$ cat config.mk
export PLATFORM = sky130hd
export DESIGN_NAME = pid_positional_incremental
export DESIGN_NICKNAME = d
export VERILOG_FILES = /design/src/hw/rtl/pidpi_pkg.sv /design/src/hw/rtl/pidpi_terms.sv /design/src/hw/rtl/pid_positional_incremental.sv
export SDC_FILE = /design/constraint.sdc
export NUM_CORES = 2
export LEC_CHECK = 0
export BUFFER_PORTS_ARGS = -buffer_cell sky130_fd_sc_hd__buf_2
export CORE_UTILIZATION = 55
export CTS_CLUSTER_SIZE = 16
export DETAILED_ROUTE_END_ITERATION = 10
export GPL_ROUTABILITY_DRIVEN = 0
export PLACE_DENSITY = 0.68
export SETUP_SLACK_MARGIN = 0.4
export SLEW_MARGIN = 20
export SYNTH_ARGS = -nofsm -noshare
export SYNTH_HDL_FRONTEND = slang
export SYNTH_SLANG_ARGS = --single-unit
$ cat constraint.sdc
create_clock -name clk -period 7.4 [get_ports clk]
set_input_delay 0.74 -clock clk [delete_from_list [all_inputs] [get_ports clk]]
set_output_delay 0.74 -clock clk [all_outputs]
set_load 0.01 [all_outputs]
$ cat src/hw/rtl/pidpi_pkg.sv
// Shared types, constants and helpers for the positional/incremental PID controller.
`default_nettype none

package pidpi_pkg;

	localparam int ErrW     = 16;
	localparam int GainW    = 16;
	localparam int LimW     = 31;
	localparam int DriveW   = 32;
	localparam int DeltaW   = 17;
	localparam int DDeltaW  = 18;
	localparam int T0W      = 25;
	localparam int T1W      = 40;
	localparam int T2W      = 26;
	localparam int SumW     = 42;
	localparam int AccW     = 43;
	localparam int CfgIdxW  = 3;
	localparam int CfgDataW = 31;

	typedef logic [CfgIdxW-1:0] cfg_idx_t;

	localparam cfg_idx_t RegMode     = 3'd0;
	localparam cfg_idx_t RegGainP    = 3'd1;
	localparam cfg_idx_t RegGainI    = 3'd2;
	localparam cfg_idx_t RegGainD    = 3'd3;
	localparam cfg_idx_t RegIntLimit = 3'd4;

	localparam logic [LimW-1:0] IntLimitReset = 31'h7FFF_FFFF;

	typedef enum logic {
		MODE_POS = 1'b0,
		MODE_INC = 1'b1
	} mode_t;

	// Multiplier operands handed from the state-update stage to the product stage.
	typedef struct packed {
		logic [DeltaW-1:0]  x0;
		logic [DriveW-1:0]  x1;
		logic [DDeltaW-1:0] x2;
		logic               sat;
	} pidpi_ops_t;

	// Load enables of the product and sum stages.
	typedef struct packed {
		logic ld3;
		logic ld4;
	} pidpi_adv_t;

	localparam logic signed [AccW-1:0] S32Max = 43'sd2147483647;
	localparam logic signed [AccW-1:0] S32Min = -43'sd2147483648;

	// Returns the overflow flag in the top bit and the clipped value below it.
	function automatic logic [DriveW:0] sat32(input logic signed [AccW-1:0] v);
		logic [DriveW:0] r;
		if (v > S32Max) begin
			r = {1'b1, 32'h7FFF_FFFF};
		end else if (v < S32Min) begin
			r = {1'b1, 32'h8000_0000};
		end else begin
			r = {1'b0, v[DriveW-1:0]};
		end
		return r;
	endfunction

endpackage

`default_nettype wire

$ cat src/hw/rtl/pidpi_terms.sv
// Gain multiplier stage and term summing stage of the PID datapath.
`default_nettype none

module pidpi_terms (
	input  wire logic                             clk,
	input  wire pidpi_pkg::pidpi_adv_t            adv,
	input  wire logic [pidpi_pkg::GainW-1:0]      gain_p,
	input  wire logic [pidpi_pkg::GainW-1:0]      gain_i,
	input  wire logic [pidpi_pkg::GainW-1:0]      gain_d,
	input  wire pidpi_pkg::pidpi_ops_t            ops_s2,
	output logic signed [pidpi_pkg::SumW-1:0]     sum_s4,
	output logic                                  sat_s4
);
	import pidpi_pkg::*;

	logic signed [GainW+DeltaW-1:0]  prod0;
	logic signed [GainW+DriveW-1:0]  prod1;
	logic signed [GainW+DDeltaW-1:0] prod2;

	logic signed [T0W-1:0] t0_s3;
	logic signed [T1W-1:0] t1_s3;
	logic signed [T2W-1:0] t2_s3;
	logic                  sat_s3;

	assign prod0 = $signed(gain_p) * $signed(ops_s2.x0);
	assign prod1 = $signed(gain_i) * $signed(ops_s2.x1);
	assign prod2 = $signed(gain_d) * $signed(ops_s2.x2);

	// Dropping the low eight bits of a two's complement product rounds toward minus infinity.
	always_ff @(posedge clk) begin
		if (adv.ld3) begin
			t0_s3  <= $signed(prod0[GainW+DeltaW-1:8]);
			t1_s3  <= $signed(prod1[GainW+DriveW-1:8]);
			t2_s3  <= $signed(prod2[GainW+DDeltaW-1:8]);
			sat_s3 <= ops_s2.sat;
		end
	end

	always_ff @(posedge clk) begin
		if (adv.ld4) begin
			sum_s4 <= SumW'(t0_s3) + SumW'(t1_s3) + SumW'(t2_s3);
			sat_s4 <= sat_s3;
		end
	end

endmodule

`default_nettype wire

$ cat src/hw/rtl/pid_positional_incremental.sv
// Top level of the fixed-point PID controller with positional and incremental modes.
//
// One error sample enters per transaction on the s_axis channel (tdata[15:0], signed).
// Each sample yields exactly one transaction on m_axis: tdata holds the 32-bit signed
// drive and tuser the saturation flag. The block is a five-register pipeline: input,
// state update and operand select, gain products, term sum, and the output register
// that also closes the running-output accumulator.
// One sample is taken every cycle while the receiver keeps up. The per-sample state
// (integrator, previous error, previous delta) is updated in a single stage, which is
// what lets consecutive samples follow each other with no gap.
// When m_axis_tready is low, each stage keeps moving until it reaches a held stage,
// so up to five samples are buffered before s_axis_tready drops.
// The cfg port writes a register at every clock edge with cfg_we high; indexes beyond
// the register list are ignored. Write it only while the pipeline is empty.
// The asynchronous reset clears the pipeline, the controller state, mode and gains,
// and sets the integrator limit to its maximum.
`default_nettype none

module pid_positional_incremental (
	input  wire logic                            clk,
	input  wire logic                            arst_n,
	input  wire logic                            cfg_we,
	input  wire logic [pidpi_pkg::CfgIdxW-1:0]   cfg_index,
	input  wire logic [pidpi_pkg::CfgDataW-1:0]  cfg_data,
	input  wire logic                            s_axis_tvalid,
	output logic                                 s_axis_tready,
	input  wire logic [15:0]                     s_axis_tdata,  // [15:0] error_in
	output logic                                 m_axis_tvalid,
	input  wire logic                            m_axis_tready,
	output logic [31:0]                          m_axis_tdata,  // [31:0] drive
	output logic                                 m_axis_tuser   // [0] saturated
);
	import pidpi_pkg::*;

	mode_t             mode_q;
	logic [GainW-1:0]  gain_p_q;
	logic [GainW-1:0]  gain_i_q;
	logic [GainW-1:0]  gain_d_q;
	logic [LimW-1:0]   int_limit_q;

	logic signed [DriveW-1:0] integral_q;
	logic signed [ErrW-1:0]   prev_error_q;
	logic signed [DeltaW-1:0] prev_delta_q;
	logic signed [DriveW-1:0] running_q;

	logic                     v_s1, v_s2, v_s3, v_s4;
	logic signed [ErrW-1:0]   e_s1;
	pidpi_ops_t               ops_s2;
	logic signed [SumW-1:0]   sum_s4;
	logic                     sat_s4;
	logic                     out_valid_q;
	logic [DriveW-1:0]        drive_q;
	logic                     sat_q;

	logic       ld1, ld2, ld3, ld4, ld_o;
	pidpi_adv_t adv;

	logic signed [DeltaW-1:0]  de;
	logic signed [DDeltaW-1:0] dde;
	logic signed [DriveW:0]    acc_raw;
	logic [DriveW:0]           acc_sat;
	logic signed [DriveW-1:0]  acc_c;
	logic signed [DriveW-1:0]  lim_pos;
	logic signed [DriveW-1:0]  lim_neg;
	pidpi_ops_t                ops_d;

	logic signed [AccW-1:0] fin_raw;
	logic [DriveW:0]        fin_sat;

	assign ld_o = !out_valid_q || m_axis_tready;
	assign ld4  = !v_s4 || ld_o;
	assign ld3  = !v_s3 || ld4;
	assign ld2  = !v_s2 || ld3;
	assign ld1  = !v_s1 || ld2;

	assign adv.ld3 = ld3;
	assign adv.ld4 = ld4;

	assign s_axis_tready = ld1;
	assign m_axis_tvalid = out_valid_q;
	assign m_axis_tdata  = drive_q;
	assign m_axis_tuser  = sat_q;

	always_ff @(posedge clk or negedge arst_n) begin
		if (!arst_n) begin
			mode_q      <= MODE_POS;
			gain_p_q    <= '0;
			gain_i_q    <= '0;
			gain_d_q    <= '0;
			int_limit_q <= IntLimitReset;
		end else if (cfg_we) begin
			case (cfg_index)
				RegMode:     mode_q      <= mode_t'(cfg_data[0]);
				RegGainP:    gain_p_q    <= cfg_data[GainW-1:0];
				RegGainI:    gain_i_q    <= cfg_data[GainW-1:0];
				RegGainD:    gain_d_q    <= cfg_data[GainW-1:0];
				RegIntLimit: int_limit_q <= cfg_data[LimW-1:0];
				default:     ;
			endcase
		end
	end

	always_ff @(posedge clk or negedge arst_n) begin
		if (!arst_n) begin
			v_s1        <= 1'b0;
			v_s2        <= 1'b0;
			v_s3        <= 1'b0;
			v_s4        <= 1'b0;
			out_valid_q <= 1'b0;
		end else begin
			if (ld1) v_s1 <= s_axis_tvalid;
			if (ld2) v_s2 <= v_s1;
			if (ld3) v_s3 <= v_s2;
			if (ld4) v_s4 <= v_s3;
			if (ld_o) out_valid_q <= v_s4;
		end
	end

	always_ff @(posedge clk) begin
		if (ld1) begin
			e_s1 <= $signed(s_axis_tdata);
		end
	end

	always_comb begin
		de      = DeltaW'(e_s1) - DeltaW'(prev_error_q);
		dde     = DDeltaW'(de) - DDeltaW'(prev_delta_q);
		acc_raw = (DriveW+1)'(integral_q) + (DriveW+1)'(e_s1);
		acc_sat = sat32(AccW'(acc_raw));
		lim_pos = $signed({1'b0, int_limit_q});
		lim_neg = -lim_pos;
		acc_c   = $signed(acc_sat[DriveW-1:0]);
		if (acc_c > lim_pos) begin
			acc_c = lim_pos;
		end else if (acc_c < lim_neg) begin
			acc_c = lim_neg;
		end
		case (mode_q)
			MODE_POS: begin
				ops_d.x0  = DeltaW'(e_s1);
				ops_d.x1  = acc_c;
				ops_d.x2  = DDeltaW'(de);
				ops_d.sat = acc_sat[DriveW];
			end
			MODE_INC: begin
				ops_d.x0  = de;
				ops_d.x1  = DriveW'(e_s1);
				ops_d.x2  = dde;
				ops_d.sat = 1'b0;
			end
			default: begin
				ops_d = '0;
			end
		endcase
	end

	always_ff @(posedge clk or negedge arst_n) begin
		if (!arst_n) begin
			integral_q   <= '0;
			prev_error_q <= '0;
			prev_delta_q <= '0;
		end else if (ld2 && v_s1) begin
			prev_error_q <= e_s1;
			if (mode_q == MODE_POS) begin
				integral_q <= acc_c;
			end else begin
				prev_delta_q <= de;
			end
		end
	end

	always_ff @(posedge clk) begin
		if (ld2) begin
			ops_s2 <= ops_d;
		end
	end

	pidpi_terms u_terms (
		.clk    (clk),
		.adv    (adv),
		.gain_p (gain_p_q),
		.gain_i (gain_i_q),
		.gain_d (gain_d_q),
		.ops_s2 (ops_s2),
		.sum_s4 (sum_s4),
		.sat_s4 (sat_s4)
	);

	always_comb begin
		if (mode_q == MODE_POS) begin
			fin_raw = AccW'(sum_s4);
		end else begin
			fin_raw = AccW'(running_q) + AccW'(sum_s4);
		end
		fin_sat = sat32(fin_raw);
	end

	always_ff @(posedge clk or negedge arst_n) begin
		if (!arst_n) begin
			running_q <= '0;
		end else if (ld_o && v_s4) begin
			running_q <= $signed(fin_sat[DriveW-1:0]);
		end
	end

	always_ff @(posedge clk) begin
		if (ld_o) begin
			drive_q <= fin_sat[DriveW-1:0];
			sat_q   <= fin_sat[DriveW] | sat_s4;
		end
	end

endmodule

`default_nettype wire

==> results_dict.tcl <==
set metrics [dict create \
    synth.distinct_cells 99 \
    ys_ff_latch 434 \
    area_growth_pct 8.03 \
    drt-total-wl_um 172000 \
    endpoint_kind "flip-flop" \
    dpl.hpwl_um 138000 \
    fp.coreArea_mm2 0.117 \
    skew_ns 0.0397 \
    place_inst 8236 \
    grt_antenna_before_repair 18 \
    hold_viol 0 \
    slew_headroom_pct 25.1 \
    arrival_ns 7.22 \
    clock_latency_ns 0.63 \
    wl_per_cell_um 20.4 \
    cts_buffers 49 \
    grt_pass1_wl_um 275000 \
    critPathRequiredTime_ns 7.79 \
    cts_root_buf "clkbuf_16" \
    drive_gt1_share_pct 10.3 \
    die_w_um 345 \
    crit_top_cell "fa_1" \
    yosysSeqAreaShare_pct 18.7 \
    cts_max_level 2 \
    crit_path_start_kind "flip-flop" \
    tightest_slew_ns 1.11 \
    drv_cap 0 \
    syn_nets 8368 \
    final_cells 8437 \
    status "completed" \
    num_vias 47900 \
    pin_count 90 \
    regToRegSetupSlack_ns 0.57 \
    portBuffers 89 \
    fp.dieArea_mm2 0.119 \
    period_share_pct 92.3 \
    final_nets 8498 \
    synth.avg_cell_area_um2 9.63 \
    grt_pass1_vias 49800 \
    slew_viol_final 0 \
    cts.path.max_buffers 3 \
    timing.fmax_mhz 146 \
    initial_core_util_pct 55.7 \
    min_period_ns 6.83 \
    cts_sinks 434 \
    utilization_pct 60.2 \
    tritoncts "done" \
    die-height_um 345 \
    crit_type "flip-flop to flip-flop" \
    dr.pass1.iters 6 \
    setup_violations 0 \
    grt_max_degree 72 \
    rsz0062_at_grt "true" \
    hold_class "input port to asynchronous set/reset pin" \
    drt_iter0_drc 3619 \
    grt-ovfl-total 0 \
    drcViolationCount 0 \
    yosysWarnings 0 \
    netlist_area_mm2 0.0649 \
    syn_inst 6735 \
    synth_flop_cell "edfxtp_1" \
    via_per_inst 5.68 \
    max_stage_delay_ns 0.55 \
    grt_usage_pct 29.4 \
    crit_slowest_cell "fa_1" \
    worstPathMaxFanout 5 \
    drtAntennaViolNets 0 \
    clkTransAtPathRegs_ns 0.06 \
    synth_edf_count 252 \
    rows 125 \
    async_flop_share_pct 41.9 \
]
-- layout make-up --
| type | instances | area, um2 |
|---|---|---|
| multi-input combinational | 4839 | 47300 |
| fill | 9875 | 46400 |
| sequential | 434 | 12200 |
| inverter | 1199 | 4500 |
| timing repair buffer | 342 | 2500 |
| tap | 1524 | 1910 |
| clock buffer | 62 | 1340 |
| clock inverter | 29 | 298 |
| antenna | 8 | 20.0 |
-- worst max-delay path, delay by kind of cell (launching register included) --
family	cells	cell delay (ns)
fa+ha+maj	7	3.26
compound gates	5	1.06
flops	1	0.49
buf+inv	6	0.47
simple gates	6	1.06
xor+xnor	1	0.23
-- through the flow --
stage	instance area (um2)	hold WS [ns]	setup TNS (ns)	setup WS, ns
after floorplan	64900	0.400	0	0.787
after global placement	67400	0.432	0	0.0595
after detailed placement	67400	0.447	-0.0456	-0.0456
after CTS	69400	0.150	0	0.328
after global routing	70100	0.188	0	0.281
final	70100	0.152	0	0.571
-- Yosys cell counts, types with 34 or more instances --
cell type	count	area (um2)
nand2_1	885	3320
nand2b_1	99	619
clkbuf_1	237	890
nor2b_1	39	244
and2_1	383	2400
inv_1	1198	4500
o21ai_0	168	841
nor2_1	232	871
nand4_1	38	238
a21o_1	117	878
dfrtp_1	151	3780
xnor2_1	163	1430
ha_1	484	6060
nand3_1	72	360
mux2_2	105	1180
o21a_1	64	480
nor3_1	77	385
a21oi_1	258	1290
fa_1	1094	21900
o211ai_1	34	255
xor2_1	72	631
edfxtp_1	252	7570
-- cell families (layout without fill, tap and decap cells) --
group	after synthesis	count (layout)	share of synthesized area (%)
and+or+nand+nor	1957	1957	14.5
adders and majority gates	1580	1580	43.1
buffers and inverters	1462	1632	8.57
AOI/OAI and AO/OA	934	934	9.58
DFF	434	434	18.7
xor gates and xnor gates	235	235	3.17
muxes	133	133	2.26
other	0	8	0
-- state kept, by name (all words and copies together) (netlist names), 16 cells and up --
register,count
e_s1,16
gain_d_q,16
gain_i_q,16
gain_p_q,16
int_limit_q,31
integral_q,32
m_axis_tdata,32
ops_s2,68
prev_delta_q,17
prev_error_q,16
running_q,32
u_terms.sum_s4,42
u_terms.t0_s3,25
u_terms.t1_s3,40
u_terms.t2_s3,26
-- layout by cell type, fill, tap and decap left out, drive strengths merged, types with 106 or more instances in the layout --
| cell type | count |
|---|---|
| a21o | 117 |
| xnor2 | 163 |
| nand2 | 886 |
| edfxtp | 252 |
| inv | 1199 |
| mux2 | 106 |
| nor2 | 235 |
| o21ai | 175 |
| fa | 1094 |
| dfrtp | 151 |
| and2 | 383 |
| ha | 484 |
| a21oi | 291 |
| buf | 340 |
-- final timing paths --
path | start | end | cells past startpoint
setup / recovery | ops_s2[64] | u_terms.t0_s3[24] | 25
hold / removal | arst_n | integral_q[24] | 1
setup reg to reg | ops_s2[64] | u_terms.t0_s3[24] | 25
hold reg to reg | u_terms.sat_s3 | u_terms.sat_s4 | 0
max in group asynchronous | arst_n | gain_d_q[7] | 2
min in group clk | s_axis_tdata[13] | e_s1[13] | 1
-- metal layers --
metal | vias to the layer above | GRT usage (%) | part of all wire (%)
li1 | 21800 | - | -
met1 | 23800 | 40.2 | 42
met2 | 2050 | 46.1 | 45
met3 | 296 | 7.76 | 10
met4 | 12 | 8.54 | 3.0
met5 | - | 0 | 0.048
-- repair_timing --
item	4_1_cts	5_1_grt
resized for setup	15	55
hold buffers	0	0
setup endpoints to repair	17	48
setup buffers	42	58
pin swaps	1	6
Power is left out: the tool's default activity adds up to more than one toggle a clock period on the data nets, which glitch-free logic cannot reach.
